==> src/rtl/core/kbnp_pkg.sv <==
// Shared types and constants for the keyboard new-press queue.
// No dependencies; imported by every module of the block.
`default_nettype none
package kbnp_pkg;

   localparam int KEY_W       = 8;
   localparam int INPUT_SLOTS = 6;
   localparam int MOD_W       = 8;
   localparam int LED_W       = 8;
   localparam int ENTRY_W     = KEY_W + MOD_W + LED_W;
   localparam int REQ_DATA_W  = INPUT_SLOTS * KEY_W + MOD_W + LED_W;

   typedef logic [KEY_W-1:0]   key_type;
   typedef logic [ENTRY_W-1:0] entry_type;

   typedef struct packed {
      logic      valid;
      entry_type data;
   } push_type;

   typedef struct packed {
      logic      hit;
      entry_type data;
   } pop_rsp_type;

endpackage
`default_nettype wire

==> src/rtl/core/kbnp_lane.sv <==
// One detection lane: flags its slot as a new press.
// Depends on kbnp_pkg.
`default_nettype none
module kbnp_lane #(
   parameter int KEYS_PER_REPORT = 6,
   parameter int LANE_INDEX      = 0
) (
   input  wire logic [KEYS_PER_REPORT-1:0][kbnp_pkg::KEY_W-1:0] cur_keys,
   input  wire logic [KEYS_PER_REPORT-1:0][kbnp_pkg::KEY_W-1:0] prev_keys,
   output logic                                                 is_new
);
   import kbnp_pkg::*;

   key_type key;
   logic    seen;

   assign key = cur_keys[LANE_INDEX];

   always_comb begin
      seen = 1'b0;
      for (int j = 0; j < KEYS_PER_REPORT; j++) begin
         if (prev_keys[j] == key) seen = 1'b1;
         if (j < LANE_INDEX && cur_keys[j] == key) seen = 1'b1;
      end
      is_new = (key > KEY_W'(1)) && !seen;
   end

endmodule
`default_nettype wire

==> src/rtl/core/kbnp_fifo.sv <==
// Press queue: entry memory with write/read pointers and fill count.
// Depends on kbnp_pkg; read data is registered.
`default_nettype none
module kbnp_fifo #(
   parameter int QUEUE_DEPTH = 16
) (
   input  wire logic                   clock,
   input  wire logic                   reset,
   input  wire kbnp_pkg::push_type     push,
   input  wire logic                   pop,
   output kbnp_pkg::pop_rsp_type       pop_rsp
);
   import kbnp_pkg::*;

   localparam int PTR_W = $clog2(QUEUE_DEPTH);
   localparam int CNT_W = $clog2(QUEUE_DEPTH + 1);

   entry_type        mem [QUEUE_DEPTH];
   logic [PTR_W-1:0] wr_ptr_ff, wr_ptr_in;
   logic [PTR_W-1:0] rd_ptr_ff, rd_ptr_in;
   logic [CNT_W-1:0] count_ff, count_in;
   logic             hit_ff;
   entry_type        rd_data_ff;
   logic             full;
   logic             empty;
   logic             do_push;
   logic             do_pop;

   assign full    = (count_ff == CNT_W'(QUEUE_DEPTH));
   assign empty   = (count_ff == '0);
   assign do_push = push.valid && !full;
   assign do_pop  = pop && !empty;

   always_comb begin
      wr_ptr_in = wr_ptr_ff;
      rd_ptr_in = rd_ptr_ff;
      count_in  = count_ff;
      if (do_push) begin
         wr_ptr_in = (wr_ptr_ff == PTR_W'(QUEUE_DEPTH - 1)) ? '0 : wr_ptr_ff + 1'b1;
      end
      if (do_pop) begin
         rd_ptr_in = (rd_ptr_ff == PTR_W'(QUEUE_DEPTH - 1)) ? '0 : rd_ptr_ff + 1'b1;
      end
      if (do_push && !do_pop) count_in = count_ff + 1'b1;
      else if (do_pop && !do_push) count_in = count_ff - 1'b1;
   end

   always_ff @(posedge clock) begin
      if (reset) begin
         wr_ptr_ff <= '0;
         rd_ptr_ff <= '0;
         count_ff  <= '0;
         hit_ff    <= 1'b0;
      end else begin
         wr_ptr_ff <= wr_ptr_in;
         rd_ptr_ff <= rd_ptr_in;
         count_ff  <= count_in;
         hit_ff    <= do_pop;
      end
   end

   always_ff @(posedge clock) begin
      if (do_push) mem[wr_ptr_ff] <= push.data;
   end

   always_ff @(posedge clock) begin
      if (do_pop) rd_data_ff <= mem[rd_ptr_ff];
   end

   assign pop_rsp.hit  = hit_ff;
   assign pop_rsp.data = rd_data_ff;

endmodule
`default_nettype wire

==> src/rtl/core/keyboard_report_new_press_queue_top.sv <==
// Top level of the keyboard new-press queue: detection lanes, merge/push sequencer,
// press queue and result register. Depends on kbnp_pkg, kbnp_lane and kbnp_fifo.
//
//   channel  dir  tdata (low bit up)                       tuser
//   req_     in   key_0..key_5, modifiers, leds (64 b)     kind
//   rsp_     out  key_code, key_modifiers, key_leds (24 b) key_valid
//
// The lanes judge every slot of a report at once; the queue's single write port then
// takes the new presses in slot order. A pop goes through the registered queue read
// before the beat is loaded. Synchronous reset clears the previous report and empties
// the queue. A waiting result beat holds further items off until taken.
`default_nettype none
module keyboard_report_new_press_queue_top #(
   parameter int QUEUE_DEPTH     = 16,
   parameter int KEYS_PER_REPORT = 6
) (
   input  wire logic                                clock,
   input  wire logic                                reset,
   input  wire logic                                req_tvalid,
   output logic                                     req_tready,
   input  wire logic [kbnp_pkg::REQ_DATA_W-1:0]     req_tdata,  // key_0..key_5, modifiers, leds
   input  wire logic                                req_tuser,  // kind
   output logic                                     rsp_tvalid,
   input  wire logic                                rsp_tready,
   output logic [kbnp_pkg::ENTRY_W-1:0]             rsp_tdata,  // key_code, key_modifiers, key_leds
   output logic                                     rsp_tuser   // key_valid
);
   import kbnp_pkg::*;

   localparam logic [1:0] ST_IDLE = 2'd0;
   localparam logic [1:0] ST_PUSH = 2'd1;
   localparam logic [1:0] ST_POP  = 2'd2;

   localparam int MODS_LSB = INPUT_SLOTS * KEY_W;

   logic [1:0]                              state_ff, state_in;
   logic [KEYS_PER_REPORT-1:0]              pend_ff, pend_in;
   logic [KEYS_PER_REPORT-1:0][KEY_W-1:0]   keys_ff, keys_in;
   logic [KEYS_PER_REPORT-1:0][KEY_W-1:0]   prev_ff, prev_in;
   logic [MOD_W+LED_W-1:0]                  attr_ff, attr_in;
   logic                                    rsp_valid_ff, rsp_valid_in;
   logic                                    rsp_user_ff, rsp_user_in;
   entry_type                               rsp_data_ff, rsp_data_in;

   logic [KEYS_PER_REPORT-1:0][KEY_W-1:0]   cur_keys;
   logic [KEYS_PER_REPORT-1:0]              lane_new;
   logic [KEYS_PER_REPORT-1:0]              pick_oh;
   key_type                                 pick_key;
   logic                                    accept;
   logic                                    pop_req;
   push_type                                push;
   pop_rsp_type                             pop_rsp;

   assign accept  = req_tvalid && req_tready;
   assign pop_req = accept && req_tuser;

   always_comb begin
      for (int i = 0; i < KEYS_PER_REPORT; i++) begin
         if (i < INPUT_SLOTS) cur_keys[i] = req_tdata[i*KEY_W +: KEY_W];
         else cur_keys[i] = '0;
      end
   end

   for (genvar g = 0; g < KEYS_PER_REPORT; g++) begin : g_lane
      kbnp_lane #(
         .KEYS_PER_REPORT (KEYS_PER_REPORT),
         .LANE_INDEX      (g)
      ) u_lane (
         .cur_keys  (cur_keys),
         .prev_keys (prev_ff),
         .is_new    (lane_new[g])
      );
   end

   // merge: take the lowest pending slot each cycle
   always_comb begin
      logic taken;
      taken    = 1'b0;
      pick_oh  = '0;
      pick_key = '0;
      for (int i = 0; i < KEYS_PER_REPORT; i++) begin
         if (pend_ff[i] && !taken) begin
            pick_oh[i] = 1'b1;
            pick_key   = keys_ff[i];
            taken      = 1'b1;
         end
      end
   end

   assign push.valid = (state_ff == ST_PUSH) && (pend_ff != '0);
   assign push.data  = {attr_ff, pick_key};

   kbnp_fifo #(
      .QUEUE_DEPTH (QUEUE_DEPTH)
   ) u_fifo (
      .clock   (clock),
      .reset   (reset),
      .push    (push),
      .pop     (pop_req),
      .pop_rsp (pop_rsp)
   );

   assign req_tready = (state_ff == ST_IDLE) && (!rsp_valid_ff || rsp_tready);

   always_comb begin
      state_in     = state_ff;
      pend_in      = pend_ff;
      keys_in      = keys_ff;
      prev_in      = prev_ff;
      attr_in      = attr_ff;
      rsp_valid_in = rsp_valid_ff && !rsp_tready;
      rsp_user_in  = rsp_user_ff;
      rsp_data_in  = rsp_data_ff;
      case (state_ff)
         ST_IDLE: begin
            if (accept) begin
               if (req_tuser) begin
                  state_in = ST_POP;
               end else begin
                  pend_in  = lane_new;
                  keys_in  = cur_keys;
                  prev_in  = cur_keys;
                  attr_in  = req_tdata[MODS_LSB +: MOD_W+LED_W];
                  state_in = (lane_new != '0) ? ST_PUSH : ST_IDLE;
               end
            end
         end
         ST_PUSH: begin
            pend_in = pend_ff & ~pick_oh;
            if ((pend_ff & ~pick_oh) == '0) state_in = ST_IDLE;
         end
         ST_POP: begin
            rsp_valid_in = 1'b1;
            rsp_user_in  = pop_rsp.hit;
            rsp_data_in  = pop_rsp.hit ? pop_rsp.data : '0;
            state_in     = ST_IDLE;
         end
         default: begin
            state_in = ST_IDLE;
         end
      endcase
   end

   always_ff @(posedge clock) begin
      if (reset) begin
         state_ff     <= ST_IDLE;
         pend_ff      <= '0;
         prev_ff      <= '0;
         rsp_valid_ff <= 1'b0;
      end else begin
         state_ff     <= state_in;
         pend_ff      <= pend_in;
         prev_ff      <= prev_in;
         rsp_valid_ff <= rsp_valid_in;
      end
   end

   always_ff @(posedge clock) begin
      keys_ff     <= keys_in;
      attr_ff     <= attr_in;
      rsp_user_ff <= rsp_user_in;
      rsp_data_ff <= rsp_data_in;
   end

   assign rsp_tvalid = rsp_valid_ff;
   assign rsp_tuser  = rsp_user_ff;
   assign rsp_tdata  = rsp_data_ff;

endmodule
`default_nettype wire

==> config.mk <==
export PLATFORM = sky130hd
export DESIGN_NAME = keyboard_report_new_press_queue_top
export DESIGN_NICKNAME = d
export VERILOG_FILES = /design/src/rtl/core/kbnp_pkg.sv /design/src/rtl/core/kbnp_lane.sv /design/src/rtl/core/kbnp_fifo.sv /design/src/rtl/core/keyboard_report_new_press_queue_top.sv
export SDC_FILE = /design/constraint.sdc
export NUM_CORES = 1
export LEC_CHECK = 0
export BUFFER_PORTS_ARGS = -buffer_cell sky130_fd_sc_hd__buf_2
export CELL_PAD_IN_SITES_DETAIL_PLACEMENT = 2
export CELL_PAD_IN_SITES_GLOBAL_PLACEMENT = 2
export CORE_MARGIN = 10
export CORE_UTILIZATION = 46
export CTS_CLUSTER_DIAMETER = 120
export DETAILED_ROUTE_END_ITERATION = 10
export PLACE_DENSITY_LB_ADDON = 0.1
export SYNTH_ARGS = -nofsm -noshare
export SYNTH_HDL_FRONTEND = slang
export SYNTH_SLANG_ARGS = --single-unit
==> constraint.sdc <==
create_clock -name clock -period 3.9 [get_ports clock]
set_input_delay 0.39 -clock clock [delete_from_list [all_inputs] [get_ports clock]]
set_output_delay 0.39 -clock clock [all_outputs]
set_load 0.02 [all_outputs]
==> results of run 1 <==
[metrics by stage]
stage / setup slack, ns / utilization, %
after floorplan: 0.252 / -
after global placement: 0.778 / 48.8
after detailed placement: 0.685 / 48.8
after CTS: 0.633 / 52.6
after global routing: 0.298 / 52.6
final: 0.611 / 52.6
[layout by cell type (no fill, tap or decap), types with 6 or more instances in the layout]
cell           instances
nor4_1                72
nor3_2                 6
buf_12                 8
nand4_1               42
o211ai_1               7
nor2_1                33
dlygate4sd3_1         16
clkbuf_16             59
clkinv_1               6
xnor2_1              162
nor2_4                12
a221oi_1               9
clkbuf_1              13
clkinv_2               9
dfxtp_1               68
edfxtp_1             497
inv_1                  7
clkbuf_8               6
a22oi_1               10
and2_1                24
buf_4                 58
ha_1                   9
a21oi_1               74
mux4_2               120
nand2_1              145
bufinv_16              8
o21ai_0               22
buf_2                 95
xor2_1               252
[synthesized netlist by cell type, types with 4 or more instances]
master      n
edfxtp_1  497
o21ai_1     5
nand2_1   145
nor2_1     45
buf_2      90
nand4_1    42
xor2_1    252
a22oi_1    10
buf_4      47
dfxtp_1    71
and2_1     24
ha_1        9
nor4_1     72
nor3_1      9
mux2i_1     5
nand2b_1    4
o211ai_1    7
inv_1       8
o21ai_0    22
a221oi_1    9
a21oi_1    75
mux4_2    120
or4_1       5
xnor2_1   162
clkbuf_1   40
[critical path: cells and delay by family, from the launching register on]
| kind | cells | cell delay [ns] |
|---|---|---|
| DFF | 1 | 0.50 |
| AOI/OAI and AO/OA | 4 | 1.84 |
| and+or+nand+nor | 1 | 0.56 |
[power by group through the flow]
stage                     registers (µW)  clock network (µW)  logic [µW]
after CTS                           7040                6040        1750
after detailed placement            7170                   0        1710
after floorplan                     7020                   0        1260
after global placement              7150                   0        1600
after global routing                7060                6310        1870
final                               7040                6000        1750
[routing by layer]
| layer | vias up | wire [µm] |
|---|---|---|
| li1 | 6752 | - |
| met1 | 8767 | 36400 |
| met2 | 639 | 48900 |
| met3 | 204 | 4650 |
| met4 | 2 | 3830 |
| met5 | - | 18 |
[logic make-up after synthesis]
| kind of cell | Yosys count | share of synthesized area [%] |
|---|---|---|
| adders and majority gates | 10 | 0.500 |
| and+or+nand+nor | 361 | 6.81 |
| xor gates and xnor gates | 414 | 13.7 |
| muxes | 125 | 10.4 |
| AOI/OAI and AO/OA | 139 | 3.06 |
| DFF | 568 | 61.7 |
| buffers and inverters | 191 | 3.89 |
[registers in the layout, indices dropped and copies added (netlist names)]
register and cells:
attr_ff 16, keys_ff 48, pend_ff 6, prev_ff 48, rsp_tdata 24, rsp_tuser 1
rsp_tvalid 1, state_ff 2, u_fifo.count_ff 5, u_fifo.hit_ff 1, u_fifo.mem 384, u_fifo.rd_data_ff 24
u_fifo.rd_ptr_ff 4, u_fifo.wr_ptr_ff 4
[final timing paths]
kind | endpoint | slack [ns] | depth (start not counted)
setup / recovery | u_fifo.mem[5][6] | 0.61 | 5
hold / removal | state_ff[1] | 0.12 | 3
hold reg to reg | rsp_tdata[2] | 0.54 | 1
setup reg to reg | u_fifo.mem[5][6] | 0.61 | 5
[area by class of cell]
cell class | instances | area (µm²)
clock buffers | 78 | 1610
inverters | 8 | 32.5
clock inverters | 28 | 382
diodes | 2 | 5.00
flip-flops and latches | 568 | 16400
fillers | 5178 | 26900
repair buffers | 177 | 1230
multi-input cells | 1049 | 9260
well taps | 756 | 946
==> impl_metrics.tcl, run 1 <==
set metrics [dict create \
    run_status "finished clean" \
    crit_path_max_incr_delay_ns 1.02 \
    post_cts_resized 0 \
    die_h_um 260 \
    crit_chain "nor2b_1 > a22oi_1 > o21ai_0 > a221oi_1 > a21oi_1" \
    p_clk_share_pct 40.6 \
    worstPathRequired_ns 4.15 \
    die_x_um 260 \
    reg2reg_from "pend_ff[1]" \
    grt_first_pass_wirelength_um 137000 \
    start_util_pct 46.7 \
    holdBufCountCts 16 \
    synth.net_count 1887 \
    grt_use_met3_pct 3.64 \
    cts_tree "done" \
    rows 87 \
    ys_seq_area_share_pct 61.7 \
    stdcell_area_um2 29800 \
    worstMarginPinSlew_ns 1.24 \
    p_switching_uw 3820 \
    drc 0 \
    max_freq_mhz 304 \
    dpl_cell_area_um2 27700 \
    ys_warn_count 0 \
    antenna_found_initial 5 \
    met1_usage_pct 33.6 \
    met2_usage_pct 49.8 \
    gp_congestion 0.862 \
    fin_crit_sh_pct 84.3 \
    postRouteAntennaNets 0 \
    synthTopCellsByArea "edfxtp_1 (56%), mux4_2 (10%), xor2_1 (8.3%)" \
    maxSlewHeadroom_pct 17.1 \
    synth_area_um2 26500 \
    clockBufferDepth 3 \
    clkTransAtPathRegs_ns 0.06 \
    power.share.sequential_pct 47.6 \
    area.growth.synth_to_final_pct 12.5 \
    p_int_uw 11000 \
    cp-startpoint "pend_ff[1]" \
    nNetsFinal 1941 \
    drt_iter0_markers 1467 \
    synth_area_leader_cell "edfxtp_1" \
    clock_latency_ns 0.66 \
    worstSetupStartpointType "flip-flop" \
    layoutNonFillerInstCount 2666 \
    end_kind "flip-flop" \
    routedWlPerCell_um 35.2 \
    grt.total_usage_pct 27.9 \
    placedCellCount 2542 \
    finalSetupViolations 0 \
    p_leak_uw 0.00977 \
    ys_types 45 \
    powerDensity_nw_per_um2 496 \
    core_um2 56700 \
    async_reset_ff_share_pct 0 \
    grt_remaining_overflow 0 \
    yosysTopAreaCellShare_pct 56.3 \
    grt_max_degree 56 \
    first_pass_iters 5 \
    place_hpwl_um 58400 \
    hold_viol_final 0 \
    hold_class "input pin to flip-flop" \
    setup_tns_ns 0 \
    root_buffer "clkbuf_16" \
    critPathArrivalTime_ns 3.54 \
    drive_gt1_share_pct 20.9 \
    boundaryPins 96 \
    wirelength_um 93800 \
    swShare_pct 25.8 \
    port_buffers 95 \
    yosys_register_bits 568 \
    worst-setup-path-type "flip-flop to flip-flop" \
    hold_ws_ns 0.125 \
    power_uw 14800 \
    post_cts_buffers 0 \
    grt_pass1_vias 18500 \
    synth.avg_cell_area_um2 14.7 \
    drv_cap 0 \
    p_comb_share_pct 11.8 \
    die-area_um2 67600 \
    cts_buffers 58 \
    cp_slowest_cell "a21oi_1" \
    period_needed_ns 3.29 \
    viasPerCell 6.14 \
    hp-start "req_tuser" \
    finalMaxSlewViolations 0 \
    synth_edf_count 497 \
    fin_worst_skew_ns 0.0420 \
    busiest_layer "met2" \
    htree_levels 2 \
    cp_max_fo 16 \
    clock_sinks 568 \
    rsz0062_at_grt "false" \
    ir_worst_vdd_uv 321 \
    synthCells 1808 \
    num_vias 16400 \
    synth_flop_cell "edfxtp_1" \
]
(Power assumes the default switching activity.)
==> run 2: changes to the inputs <==
CORE_UTILIZATION = 41   (was 46)
clock period = 2.9 ns   (was 3.9 ns; I/O delays follow)
==> run 2 against run 1 <==
Setup slack worse by 0.42 ns. Register-to-register slack worse by 0.42 ns. Design area up 2.5%. Via count fell by 2.1%. Critical path depth grew 2. Sequential power grew 34%. Critical endpoint is now u_fifo.mem[9][8].
==> impl_metrics.tcl, run 2 (synthesis gave the netlist of run 1 again) <==
set metrics [dict create \
    critPathArrivalTime_ns 2.98 \
    p_switching_uw 5000 \
    worstSetupStartpointType "flip-flop" \
    fin_crit_sh_pct 93.4 \
    fin_worst_skew_ns 0.0430 \
    core_um2 64200 \
    start_util_pct 41.3 \
    port_buffers 95 \
    period_needed_ns 2.71 \
    worst-path-buf-inv 3 \
    post_cts_buffers 0 \
    clockBufferDepth 3 \
    dpl_cell_area_um2 28400 \
    grt_first_pass_wirelength_um 131000 \
    stdcell_area_um2 30600 \
    clock_latency_ns 0.66 \
    hold_viol_final 0 \
    powerDensity_nw_per_um2 641 \
    layoutNonFillerInstCount 2843 \
    drive_gt1_share_pct 23.3 \
    cp_max_fo 24 \
    grt_max_degree 53 \
    grt.total_usage_pct 24.1 \
    viasPerCell 5.64 \
    crit_chain "nor4_2 > buf_4 > a211oi_4 > buf_4 > nand2_1 > buf_4 > nor2_4" \
    power.share.sequential_pct 48.1 \
    routedWlPerCell_um 31.6 \
    worst-setup-path-type "flip-flop to flip-flop" \
    final_util_pct 47.6 \
    clkTransAtPathRegs_ns 0.06 \
    hold_ws_ns 0.0821 \
    drc 0 \
    die_h_um 274 \
    p_comb_share_pct 12.9 \
    fill_cells 6178 \
    crit_cells 7 \
    first_pass_iters 5 \
    drv_cap 0 \
    reg2reg_depth 7 \
    reg_top3 "u_fifo.mem x384, keys_ff x48, prev_ff x48" \
    area.growth.synth_to_final_pct 15.3 \
    boundaryPins 96 \
    num_vias 16000 \
    cts_buffers 61 \
    htree_levels 2 \
    clock_sinks 568 \
    run_status "finished clean" \
    max_freq_mhz 369 \
    grt_remaining_overflow 0 \
    die-area_um2 75200 \
    placedCellCount 2707 \
    multi_input_area_um2 9310 \
    nNetsFinal 2014 \
    worstPathRequired_ns 3.17 \
    critical-path-top-delay-family "simple AND/OR/NAND/NOR gates" \
    antenna_found_initial 2 \
    maxSlewHeadroom_pct 21.9 \
    regArea_um2 16400 \
    end_kind "flip-flop" \
    crit_path_max_incr_delay_ns 0.82 \
    hold_class "input pin to flip-flop" \
    finalSetupViolations 0 \
    worstMarginPinSlew_ns 1.17 \
    cp_slowest_cell "nor2_4" \
    root_buffer "clkbuf_16" \
    finalMaxSlewViolations 0 \
    p_clk_share_pct 39.0 \
    final_cell_mix "edfxtp_1 (497), xor2_1 (252), xnor2_1 (162)" \
    swShare_pct 25.5 \
    die_x_um 274 \
    cts_tree "done" \
    whs_path_depth 5 \
    drt_iter0_markers 1081 \
    p_leak_uw 0.0101 \
    critPathMostFrequentCell "buf_4" \
    wirelength_um 89800 \
    grt_pass1_vias 18200 \
    postRouteAntennaNets 0 \
    gp_congestion 0.849 \
    largest-register "u_fifo.mem" \
    largest_reg_flops 384 \
    p_int_uw 14600 \
    final_common_cell "edfxtp_1" \
    place_hpwl_um 57700 \
    ir_worst_vdd_uv 510 \
    rows 93 \
]
## run 2: repair_timing
| item | in CTS | in global routing |
|---|---|---|
| endpoints found under the hold margin | 19 | 0 |
| endpoints found under the setup margin | 0 | 74 |
| resized for setup | 0 | 5 |
| hold buffers | 20 | 0 |
## run 2: worst paths after layout
check                              from          endpoint  slack (ns)
setup / recovery     u_fifo.count_ff[1]  u_fifo.mem[9][8]        0.19
hold / removal               req_tvalid     u_fifo.hit_ff        0.08
setup reg to reg     u_fifo.count_ff[1]  u_fifo.mem[9][8]        0.19
hold reg to reg   u_fifo.rd_data_ff[22]     rsp_tdata[22]        0.53
## run 2: power groups by stage
stage,Combinational (µW),Sequential [µW],Clock (µW)
floorplan,1710,9430,0
global placement,2390,9570,0
CTS,2520,9420,7820
global route,2730,9440,8140
detailed placement,2490,9590,0
finish,2530,9420,7650
## run 2: cell type report
type                            count  area share [%]
Timing Repair Buffer              247            6.03
Clock inverter                     37            1.15
Tap cell                          855            3.50
Antenna cell                        1         0.00819
Clock buffer                       78            5.21
Inverter                            8           0.106
Multi-Input combinational cell   1049            30.5
Sequential cell                   568            53.5
## run 2: per-stage QoR
step	setup TNS, ns	power [µW]	setup slack [ns]
after global placement	0	12000	0.191
after detailed placement	0	12100	0.0748
after CTS	0	19800	0.0453
after floorplan	-0.302	11100	-0.223
final	0	19600	0.191
after global routing	-0.0143	20300	-0.0143
## run 2: metal layers
layer  global-route usage [%]  routed length, µm  vias up
met5                        0                 10        -
met4                     10.1               3640        2
met3                     3.28               3200      162
met2                     43.2              47400      392
met1                     28.7              35600     8558
li1                         -                  -     6907
## run 2: worst reg2reg max path, delay by kind of cell, from the launching register on
kind	cells	cell delay [ns]
simple gates	3	1.04
compound gates	1	0.25
flops	1	0.44
buf+inv	3	0.57
==> run 3: changes to the inputs <==
HOLD_SLACK_MARGIN = 0.12   (was not set)
PLACE_DENSITY = 0.87   (was not set)
PLACE_DENSITY_LB_ADDON = not set   (was 0.1)
==> run 3 against run 2 <==
Register-to-register slack got worse by 0.12 ns. Critical path depth rose by 4. Via count grew 4.5%. Hold slack improved by 0.068 ns. Flip-flop and latch count unchanged. Die area stayed put. Largest cell class unchanged. Largest power group unchanged. Highest routed layer is now met4.
==> impl_metrics.tcl, run 3 (synthesis gave the netlist of run 1 again) <==
set metrics [dict create \
    finalSetupViolations 0 \
    viasPerCell 5.89 \
    worstPathRequired_ns 3.49 \
    final_cell_mix "edfxtp_1 (497), xor2_1 (252), xnor2_1 (162)" \
    die-area_um2 75200 \
    regArea_um2 16400 \
    die_h_um 274 \
    hold_ws_ns 0.150 \
    worst-path-buf-inv 1 \
    finalMaxSlewViolations 0 \
    p_leak_uw 0.0101 \
    crit_chain "or4_4 > nor3_4 > a211oi_4 > ha_4 > inv_2 > ha_4 > a21o_1 > a21oi_2 > xnor2_1 > or3_4 > a21oi_4" \
    grt_max_degree 54 \
    met1_usage_pct 28.5 \
    root_buffer "clkbuf_16" \
    clock_latency_ns 0.67 \
    clock_sinks 568 \
    critPathMostFrequentCell "ha_4" \
    postRouteAntennaNets 0 \
    stdcell_area_um2 30600 \
    drive_gt1_share_pct 23.3 \
    wirelength_um 95200 \
    grt_remaining_overflow 0 \
    worst-setup-path-type "flip-flop to flip-flop" \
    largest-register "u_fifo.mem" \
    busiest_layer "met2" \
    met2_usage_pct 46.2 \
    fill_cells 6108 \
    die_x_um 274 \
    port_buffers 95 \
    grt_use_met3_pct 4.67 \
    end_kind "flip-flop" \
    nNetsFinal 2013 \
    core_um2 64200 \
    boundaryPins 96 \
    first_pass_iters 5 \
    ir_worst_vdd_uv 437 \
    multi_input_area_um2 9290 \
    htree_levels 2 \
    clockBufferDepth 3 \
    final_common_cell "edfxtp_1" \
    critical-path-top-delay-family "simple AND/OR/NAND/NOR gates" \
    drt_iter0_markers 1456 \
    worstSetupStartpointType "flip-flop" \
    reg_top3 "u_fifo.mem x384, keys_ff x48, prev_ff x48" \
    gp_congestion 0.886 \
    hold_class "input pin to flip-flop" \
    hold_viol_final 0 \
    rsz0062_at_grt "false" \
    antenna_found_initial 1 \
    crit_path_max_incr_delay_ns 0.59 \
    routedWlPerCell_um 33.5 \
    setup_tns_ns 0 \
    grt_first_pass_wirelength_um 139000 \
    cp_max_fo 5 \
    drv_cap 0 \
    num_vias 16700 \
    grt_pass1_vias 18900 \
    clkTransAtPathRegs_ns 0.06 \
    post_cts_buffers 0 \
    drc 0 \
    start_util_pct 41.3 \
    cts_buffers 60 \
    place_hpwl_um 62100 \
    dpl_cell_area_um2 28200 \
    maxSlewHeadroom_pct 13.3 \
    power_uw 19800 \
    largest_reg_flops 384 \
    area.growth.synth_to_final_pct 15.5 \
    period_needed_ns 2.82 \
    rows 93 \
    run_status "finished clean" \
    fin_worst_skew_ns 0.0495 \
    critPathArrivalTime_ns 3.41 \
    worstMarginPinSlew_ns 1.30 \
    fin_crit_sh_pct 97.4 \
    grt.total_usage_pct 25.4 \
    max_freq_mhz 354 \
    powerDensity_nw_per_um2 646 \
    cp_slowest_cell "or4_4" \
    cts_tree "done" \
]
==> run 3: worst register-to-register path, stage by stage, from the launching register on <==
cell	delay, ns
dfxtp_1	0.32
or4_4	0.59
nor3_4	0.22
a211oi_4	0.07
ha_4	0.19
inv_2	0.12
ha_4	0.23
a21o_1	0.21
a21oi_2	0.19
xnor2_1	0.12
or3_4	0.37
a21oi_4	0.15
==> run 3: layout make-up <==
class                      instances  share of cell area, %
sequential                       568                   53.4
tap                              855                   3.49
multi-input combinational       1049                   30.3
inverter                           8                  0.106
clock inverter                    45                   1.39
antenna                            1                0.00817
clock buffer                      69                   5.05
timing repair buffer             247                   6.19
==> run 3: power by group <==
group          internal [µW]  switching, µW  leakage, µW
clock                   4300           3480     0.000950
sequential              9180            301      0.00509
combinational           1090           1450      0.00405
==> run 3: final timing paths <==
path	depth (start not counted)	startpoint	endpoint	slack (ns)
worst min-delay path	3	req_tdata[40]	prev_ff[40]	0.15
worst max register to register	11	pend_ff[0]	u_fifo.count_ff[4]	0.08
worst max-delay path	11	pend_ff[0]	u_fifo.count_ff[4]	0.08
worst min register to register	1	u_fifo.rd_data_ff[10]	rsp_tdata[10]	0.54
==> run 3: per-stage QoR <==
step	std cells	util [%]	setup WS, ns
2_1_floorplan	1808	-	-0.223
3_3_place_gp	2686	43.9	0.182
3_5_place_dp	2686	43.9	-0.0207
4_1_cts	2841	47.6	0.0381
5_1_grt	2841	47.7	0.0125
6_report	2842	47.7	0.0757
==> run 3: what timing repair did <==
| action | 4_1_cts | 5_1_grt |
|---|---|---|
| cloned | 0 | 0 |
| endpoints found under the setup margin | 1 | 1 |
| hold buffers | 41 | 0 |
| gates resized for setup | 8 | 7 |
| endpoints found under the hold margin | 49 | 0 |
| pin swaps | 0 | 5 |
==> run 3: routing by layer <==
layer	wire length, µm	share of wire, %
met1	34300	36
met2	50700	53
met3	5390	5.7
met4	4860	5.1
met5	0	0
